### config.mk
export PLATFORM = sky130hd
export DESIGN_NAME = svns_wmod
export DESIGN_NICKNAME = d
export VERILOG_FILES = /design/src/design/svns_pkg.sv /design/src/design/svns_wmod.sv
export SDC_FILE = /design/constraint.sdc
export NUM_CORES = 1
export LEC_CHECK = 0
export ABC_AREA = 1
export BUFFER_PORTS_ARGS = -buffer_cell sky130_fd_sc_hd__clkbuf_2
export CELL_PAD_IN_SITES_DETAIL_PLACEMENT = 1
export CELL_PAD_IN_SITES_GLOBAL_PLACEMENT = 2
export CORE_ASPECT_RATIO = 0.8
export CORE_UTILIZATION = 30
export CTS_CLUSTER_SIZE = 10
export DETAILED_ROUTE_END_ITERATION = 8
export PLACE_DENSITY = 0.79
export REMOVE_ABC_BUFFERS = 1
export SKIP_LAST_GASP = 1
export SLEW_MARGIN = 40
export SYNTH_ARGS = -nofsm -noshare
export SYNTH_HDL_FRONTEND = slang
export SYNTH_SLANG_ARGS = --single-unit
### constraint.sdc
create_clock -name clk -period 2.42 [get_ports clk]
set_input_delay 0.363 -clock clk [delete_from_list [all_inputs] [get_ports clk]]
set_output_delay 0.363 -clock clk [all_outputs]
set_load 0.02 [all_outputs]
### src/design/svns_pkg.sv
`timescale 1ns / 1ps
package svns_pkg;

    localparam int VN_W    = 32;
    localparam int SIZE_W  = 16;
    localparam int TAG_W   = 32;
    localparam int WS_W    = 4;
    localparam int DEPTH_W = 9;

    localparam logic [1:0] FUNC_PUSH  = 2'd0;
    localparam logic [1:0] FUNC_POP   = 2'd1;
    localparam logic [1:0] FUNC_DUP   = 2'd2;
    localparam logic [1:0] FUNC_CLEAR = 2'd3;

    localparam logic [WS_W-1:0] WS_RESET = 4'd4;

    typedef struct packed {
        logic [VN_W-1:0]   vn;
        logic [SIZE_W-1:0] size;
        logic [TAG_W-1:0]  tag;
    } entry_t;

endpackage

### src/design/svns_wmod.sv
`timescale 1ns / 1ps
module svns_wmod (
    input  logic                          clk,
    input  logic                          rst_n,
    input  logic                          start,
    input  logic [svns_pkg::SIZE_W-1:0]   dividend,
    input  logic [svns_pkg::WS_W-1:0]     divisor,
    output logic                          done,
    output logic [svns_pkg::WS_W-1:0]     rem
);

    logic                          active_reg, active_next;
    logic                          done_reg, done_next;
    logic [3:0]                    cnt_reg, cnt_next;
    logic [svns_pkg::WS_W-1:0]     rem_reg, rem_next;
    logic [svns_pkg::SIZE_W-1:0]   dvd_reg, dvd_next;
    logic [svns_pkg::WS_W-1:0]     dvs_reg, dvs_next;
    logic [svns_pkg::WS_W:0]       trial;

    always_comb
    begin
        active_next = active_reg;
        done_next   = 1'b0;
        cnt_next    = cnt_reg;
        rem_next    = rem_reg;
        dvd_next    = dvd_reg;
        dvs_next    = dvs_reg;
        trial       = {rem_reg, dvd_reg[cnt_reg]};
        if (start)
        begin
            active_next = 1'b1;
            cnt_next    = 4'd15;
            rem_next    = '0;
            dvd_next    = dividend;
            dvs_next    = divisor;
        end
        else if (active_reg)
        begin
            if (trial >= {1'b0, dvs_reg})
            begin
                trial = trial - {1'b0, dvs_reg};
            end
            rem_next = trial[svns_pkg::WS_W-1:0];
            cnt_next = cnt_reg - 4'd1;
            if (cnt_reg == 4'd0)
            begin
                active_next = 1'b0;
                done_next   = 1'b1;
            end
        end
    end

    always_ff @(posedge clk or negedge rst_n)
    begin
        if (!rst_n)
        begin
            active_reg <= 1'b0;
            done_reg   <= 1'b0;
            cnt_reg    <= '0;
        end
        else
        begin
            active_reg <= active_next;
            done_reg   <= done_next;
            cnt_reg    <= cnt_next;
        end
    end

    always_ff @(posedge clk)
    begin
        rem_reg <= rem_next;
        dvd_reg <= dvd_next;
        dvs_reg <= dvs_next;
    end

    assign done = done_reg;
    assign rem  = rem_reg;

endmodule

Word-level counts from Yosys, hierarchy flattened. Cells that the tools add are included.

Bits in registers: 30. Input bits: 23. Output and inout bits: 5. Logic and storage cells: 23.

$add $sub $neg: 2. Magnitude comparators: 2. Multiplexer cells: 11. Reduce and logical (&&, ||, !) cells: 2.

Operators with widths (number): 4-bit two-way mux (3); 1-bit two-way mux (7); 5-bit by 4-bit greater-or-equal comparator with 1-bit output (1); 4-bit by 5-bit less-than comparator with 1-bit output, second input constant (1); 1-bit binary-select mux with 4-bit select (1); 4-bit zero test (1); 4-bit by 1-bit subtractor with 4-bit output, second input constant (1); 4-bit subtractor (1); 2-bit nonzero test (1).

Logic depth before layout (Yosys ltp). Gate-level depths: netlist of run 1.

Depth in word-level cells: 4. Gate-level depth with buffers: 18. Gate-level depth less buffers: 17.

Worst setup path after synthesis of run 1. OpenSTA, ideal clock, no wires.

Path type: register -> register. Start point: reg cnt_reg[0]. End point: reg rem_reg, in the netlist rem[2]. Library setup time: 0.120 ns. Arrival: 1.802 ns. Required time: 2.300 ns. Slack: 0.499 ns. Stages on the path, launching flop included: 15. Path buffers: 1. Period minus slack after synthesis: 1.921 ns. Cell sequence: dfrtp_1 > buf_6 > inv_6 > nand2_1 > nand3_1 > nand3_1 > nand3_1 > and2_1 > ha_1 > inv_1 > fa_1 > xnor2_1 > nand2_1 > o211ai_1 > nand2_1.

Longest elaborated chain between the ends: 4. Elaborated cells between the ends (all ways): 5. Those cells by class: add/sub (1); order compare (1); mux (3).

Ends and longest elaborated chain: start, declared (line svns_wmod.sv:14) `logic [3:0] cnt_reg, cnt_next;`; start signal, assigned (line svns_wmod.sv:65) `cnt_reg <= cnt_next;`; 1-bit binary-select mux with 4-bit select (*) (line svns_wmod.sv:28) `trial = {rem_reg, dvd_reg[cnt_reg]};`; 1-bit two-way mux (not written as such) (*) (line svns_wmod.sv:28); 4-bit subtractor / 5-bit by 4-bit greater-or-equal comparator with 1-bit output (equally long branches) (line svns_wmod.sv:41, svns_wmod.sv:39); 4-bit two-way mux (*) (line svns_wmod.sv:39) `if (trial >= {1'b0, dvs_reg})`; end signal, assigned (line svns_wmod.sv:71) `rem_reg <= rem_next;`; end, declared (line svns_wmod.sv:15) `logic [svns_pkg::WS_W-1:0] rem_reg, rem_next;`.

Every way passes the cells marked *; elsewhere a longest branch is shown, timed or not. The select of a mux whose other input is x is not followed. A chain may end at the register's enable or synchronous reset.

Final worst setup path of run 1. Ends and elaborated chain as after synthesis.

==> flow_summary.ini, run 1 <==
[sta]
skew_ns = 0.00292
relSlewSlack_pct = 70.5
hold_viol_final = 0
finalSetupViolCount = 0
slew_violations = 0
worst_pin_slew_ns = 0.441
rsz0062_at_grt = no
period_needed_ns = 2.17
clock.fmax_mhz = 462
period_share_pct = 89.5
tns_ns = 0

[logic_synthesis]
synth_top_area_share_pct = 44.0
syn-cell-area_sq_um = 1360
yosys_warnings = 0
synth_top_area_cell = edfxtp_1
syn_inst = 136
ys_ff_latch = 30
synth_area_leaders = edfxtp_1, dfrtp_1, nand2_1
ys_types = 23
syn_avg_cell_area_sq_um = 10.0
yosysSeqAreaShare_pct = 60.9

[cells_and_area]
utilization_pct = 39.4
antenna_cells = 0
syn_to_final_growth_pct = 23.7
largest_reg_flops = 16
drive_gt1_share_pct = 23.3
fin_nets = 200
final_cells = 229

[critical_path]
r2r_start = cnt_reg[0]$_DFFE_PN0P_
crit_type = register to register
slowest_delay_ns = 0.50
cp.arrival_ns = 2.33
cp-start-kind = register
r2r_slack_ns = 0.25
crit_path_start = cnt_reg[0]$_DFFE_PN0P_
end_kind = register
cp_slowest_cell = dfrtp_2
crit_fanout = 10
crit_chain = inv_6 -> nand2_1 -> nand3_1 -> nand3_1 -> nand3_1 -> and2_1 -> ha_1 -> inv_1 -> fa_1 -> xnor2_1 -> nand2_1 -> o211ai_1 -> nand2_1
crit_required_ns = 2.58

[routing]
drc_errors = 0
drt_iter0_markers = 18
num_vias = 1032
via_per_inst = 4.51
drt-pass1-iter-count = 4
wirelength_um = 2830
wire_per_inst_um = 12.4
ant_nets = 0

[floorplan]
die_w_um = 77.4
die-area_sq_um = 4820
ios = 28
fp.dieH_um = 62.3
core_sq_um = 4280
start_util_pct = 31.8
num_rows = 21

[global_routing]
grt_usage_pct = 13.1
grt_max_degree = 19
grt_overflow = 0
grt_pass1_vias = 1079
grt_pass1_wl_um = 4840
antenna_found_initial = 0

[place]
port_buffers = 27
gp_congestion = 0.808
dp_cells = 220
place_hpwl_um = 2240

[clock_tree]
cts_tree = done
cts_num_sinks = 30
tritoncts.num_buffers = 5
cts.reportedPaths.clkPinSlew_ns = 0.06
cts_max_level = 2
clk_latency_ns = 0.27
clock_path_buffers = 2
cts_root_buf = clkbuf_8

[power_and_ir_drop]
sequentialPowerShare_pct = 44.1
leakage_nw = 0.790
clockPowerShare_pct = 32.4
p_switching_mw = 0.447
power_frac_comb_pct = 23.5
power.density_nw_per_um2 = 889
ir_worst_vdd_uv = 304
p_int_mw = 1.05
netSwitchingFraction_pct = 29.8

[status]
status = completed

[min_path]
hold_path.class = input port to register
hp-start = dividend[3]

[job]
maxCapViolCount = 0
[placed cells by master, fill, tap and decap left out]
cell type      Yosys  final
dfxtp_1            4      4
inv_6              1      1
buf_4              0      1
nand3b_1           1      1
ha_1               5      5
xnor2_1            1      1
a21oi_1            4      4
inv_1             19     19
and2_1             1      1
clkinv_2           0      2
edfxtp_1          20     20
o21ai_0            5      5
nand2_2            1      1
nor2_1             8      8
a22oi_1            1      1
dlygate4sd3_1      0      1
dfrtp_2            0      1
o211ai_1           2      2
clkbuf_2           0     27
bufinv_16          0      1
dfrtp_1            6      5
clkbuf_8           0      5
fa_1               1      1
nand2_1           38     38
or2_1              1      1
nor4_1             2      2
nand3_1           12     12
nor2_2             1      1
o21ai_1            1      1
[cells by family (layout without fill, tap and decap cells)]
group	after synthesis	count (layout)	synth area share [%]
AO/OA/AOI/OAI	13	13	5.32
adder cells (fa/ha/maj)	6	6	6.06
XOR/XNOR	1	1	0.642
AND/OR/NAND/NOR	65	65	20.4
flip-flops	30	30	60.9
buffers and inverters	21	57	6.70
[stage by stage]
step	instance area [sq um]	hold WS (ns)	setup WS [ns]	power, mW
2_1_floorplan	1350	0.0674	0.438	0.905
3_3_place_gp	1570	0.196	0.287	1.01
3_5_place_dp	1570	0.200	0.143	1.03
4_1_cts	1690	0.253	0.136	1.52
5_1_grt	1690	0.244	0.0415	1.60
6_report	1690	0.261	0.254	1.50
[critical path: cells and delay by family, from the launching register on]
family | cells | cell delay [ns]
xor gates and xnor gates | 1 | 0.17
AOI/OAI and AO/OA | 1 | 0.08
buffers and inverters | 2 | 0.18
and+or+nand+nor | 7 | 0.60
DFF | 1 | 0.50
adders and majority gates | 2 | 0.51
[synth_stat cells]
master / n
fa_1: 1
or2_1: 1
a21oi_1: 4
nand3_1: 12
nor2_1: 8
inv_6: 1
dfrtp_1: 6
xnor2_1: 1
nand3b_1: 1
ha_1: 5
nand2_2: 1
o211ai_1: 2
a22oi_1: 1
nor2_2: 1
o21ai_1: 1
o21ai_0: 5
edfxtp_1: 20
nand2_1: 38
dfxtp_1: 4
inv_1: 19
nor4_1: 2
and2_1: 1
buf_6: 1
[layer usage]
metal	global-route usage, %	part of all wire [%]	vias to the layer above
li1	-	-	517
met5	0	0	-
met2	20.7	47	20
met3	4.12	4.2	5
met4	4.95	1.2	0
met1	16.7	48	490
[power by group through the flow]
stage	Clock [mW]	Sequential, mW	Combinational, mW
global route	0.524	0.671	0.407
global placement	0	0.669	0.341
detailed placement	0	0.672	0.356
floorplan	0	0.688	0.217
finish	0.485	0.662	0.352
CTS	0.502	0.662	0.359
[cell type report]
type,instances,area (sq um)
flip-flops and latches,30,832
fillers,518,2600
well taps,57,71.3
inverters,20,80.1
repair buffers,29,153
clock inverters,3,40.0
clock buffers,5,68.8
multi-input cells,85,442
[what timing repair did]
item | CTS | global route
endpoints found under the setup margin | 0 | 3
hold buffers | 1 | 0
buffers inserted | 0 | 0
endpoints found under the hold margin | 6 | 0
resized for setup | 0 | 1
[worst paths after layout]
kind | depth (start not counted) | end
min | 1 | dvd_reg[3]$_DFFE_PP_
max reg2reg | 13 | rem[2]$_SDFFE_PP0P_
max | 13 | rem[2]$_SDFFE_PP0P_
min reg2reg | 2 | rem[3]$_SDFFE_PP0P_
max in group asynchronous | 2 | cnt_reg[0]$_DFFE_PN0P_
min in group asynchronous | 2 | active_reg$_DFF_PN0_
(Power assumes the default switching activity.)
==> inputs of run 2 (changes only) <==
Settings changed: SETUP_SLACK_MARGIN from default to 0.3.
==> run 2 against run 1 <==
Worst setup slack improved by 0.089 ns. First-iteration DRC count rose by 39%. Sequential power barely moved. Global-route usage rose by 0.28 points. Largest power group unchanged.
==> flow_summary.ini, run 2 (synthesis gave the netlist of run 1 again) <==
[status]
status = completed

[critical_path]
cp-endpoint = rem[1]$_SDFFE_PP0P_
end_kind = register
crit_chain = buf_6 -> inv_4 -> nand2_1 -> nand2_1 -> nand2_1 -> nand3_1 -> nand3b_1 -> and2_4 -> ha_4 -> inv_2 -> fa_2 -> nor2_2 -> o21ai_1
cp-start-kind = register
slowest_delay_ns = 0.44
r2r_slack_ns = 0.34
r2r-end = rem[1]$_SDFFE_PP0P_
r2r_start = cnt_reg[0]$_DFFE_PN0P_
crit_type = register to register
cp_slowest_cell = fa_2
cp_common_cell = nand2_1
cp.arrival_ns = 2.24
r2r_cells = 13
crit_fanout = 6
crit_required_ns = 2.58
crit_path_start = cnt_reg[0]$_DFFE_PN0P_

[min_path]
min_path_cells = 1
hp-start = dividend[3]
hold_path.class = input port to register

[routing]
drt_iter0_markers = 25
wirelength_um = 3000
wire_per_inst_um = 12.9
num_vias = 1058
drc_errors = 0
ant_nets = 0
via_per_inst = 4.54
drt-pass1-iter-count = 4

[global_routing]
grt_overflow = 0
grt_pass1_vias = 1100
gr-usage-met2_pct = 21.6
gr-max-usage-layer = met2
antenna_found_initial = 0
grt_pass1_wl_um = 4920
grt_usage_pct = 13.4
met1_usage_pct = 16.8
use_met3_pct = 4.12
grt_max_degree = 19

[sta]
finalSetupViolCount = 0
tns_ns = 0
holdWs_ns = 0.260
hold_viol_final = 0
skew_ns = 0.00158
clock.fmax_mhz = 481
period_share_pct = 85.8
relSlewSlack_pct = 70.4
period_needed_ns = 2.08
rsz0062_at_grt = yes
slew_violations = 0
worst_pin_slew_ns = 0.443

[power_and_ir_drop]
p_int_mw = 1.09
ir_worst_vdd_uv = 313
power_frac_comb_pct = 27.2
leakage_nw = 0.823
power.density_nw_per_um2 = 893
sequentialPowerShare_pct = 41.9
p_switching_mw = 0.487
clockPowerShare_pct = 31.0
netSwitchingFraction_pct = 30.9

[cells_and_area]
syn_to_final_growth_pct = 29.5
final_common_cell = nand2_1
antenna_cells = 0
fin_nets = 204
final_cells = 233
largest_reg_flops = 16
utilization_pct = 41.3
drive_gt1_share_pct = 31.8
final_cell_mix = nand2_1, clkbuf_2, edfxtp_1

[clock_tree]
clk_latency_ns = 0.27
cts_root_buf = clkbuf_8
clock_path_buffers = 2
tritoncts.num_buffers = 5
cts_max_level = 2
cts.reportedPaths.clkPinSlew_ns = 0.06
cts_tree = done
cts_num_sinks = 30

[floorplan]
ios = 28
num_rows = 21
start_util_pct = 31.8
core_sq_um = 4280
die_w_um = 77.4
fp.dieH_um = 62.3
die-area_sq_um = 4820

[place]
gp_congestion = 0.808
place_hpwl_um = 2240
dp_cells = 220
port_buffers = 27

[job]
maxCapViolCount = 0
[run 2: changes by cell type in the layout (fill, tap and decap cells not counted), moves of 2 or more]
cell / previous run / this run
nor2_2: 1 / 3
buf_4: 1 / 3
inv_1: 19 / 16
nand2_1: 38 / 36
nor2_1: 8 / 6
inv_2: 0 / 3
[run 2: final cells by class]
type / instances / area, sq um
Fill cell: 505 / 2520
Tap cell: 57 / 71.3
Multi-Input combinational cell: 85 / 487
Timing Repair Buffer: 32 / 179
Inverter: 20 / 82.6
Clock inverter: 3 / 40.0
Timing Repair inverter: 1 / 6.26
Sequential cell: 30 / 832
Clock buffer: 5 / 68.8
[run 2: timing repair]
item                                   4_1_cts  5_1_grt
pin swaps                                    2        8
resized for setup                            7       12
setup endpoints to repair                    4        4
gates cloned                                 0        1
setup buffers                                2        1
hold buffers                                 1        0
endpoints found under the hold margin        6        0
[run 2: worst max-delay path: cells and delay by family, from the launching register on]
kind                     cells  cell delay (ns)
AND/OR/NAND/NOR              7             0.61
adder cells (fa/ha/maj)      2             0.59
flip-flops                   1             0.41
buffers and inverters        3             0.28
AO/OA/AOI/OAI                1             0.08
[run 2: worst min path at each step]
stage / endpoint / slack [ns]
floorplan: active_reg$_DFF_PN0_ / 0.07
global placement: cnt_reg[2]$_DFFE_PN0P_ / 0.20
detailed placement: active_reg$_DFF_PN0_ / 0.20
CTS: dvd_reg[3]$_DFFE_PP_ / 0.25
global route: dvd_reg[10]$_DFFE_PP_ / 0.24
finish: dvd_reg[3]$_DFFE_PP_ / 0.26
[run 2: power groups by stage]
| stage | Sequential (mW) | Combinational [mW] | Clock, mW |
|---|---|---|---|
| floorplan | 0.688 | 0.217 | 0 |
| CTS | 0.660 | 0.381 | 0.502 |
| global route | 0.670 | 0.484 | 0.525 |
| global placement | 0.669 | 0.341 | 0 |
| detailed placement | 0.672 | 0.356 | 0 |
| finish | 0.661 | 0.429 | 0.488 |
[run 2: per-stage QoR]
| stage | cell area [sq um] | worst slack [ns] | power (mW) |
|---|---|---|---|
| 6_report | 1770 | 0.343 | 1.58 |
| 2_1_floorplan | 1350 | 0.438 | 0.905 |
| 3_5_place_dp | 1570 | 0.143 | 1.03 |
| 5_1_grt | 1770 | 0.211 | 1.68 |
| 3_3_place_gp | 1570 | 0.287 | 1.01 |
| 4_1_cts | 1720 | 0.303 | 1.54 |
[run 2: metal layers]
metal / part of all wire [%] / routed length, um
met4: 1.2 / 35
met3: 3.9 / 117
met5: 0 / 0
met2: 47 / 1400
met1: 48 / 1450
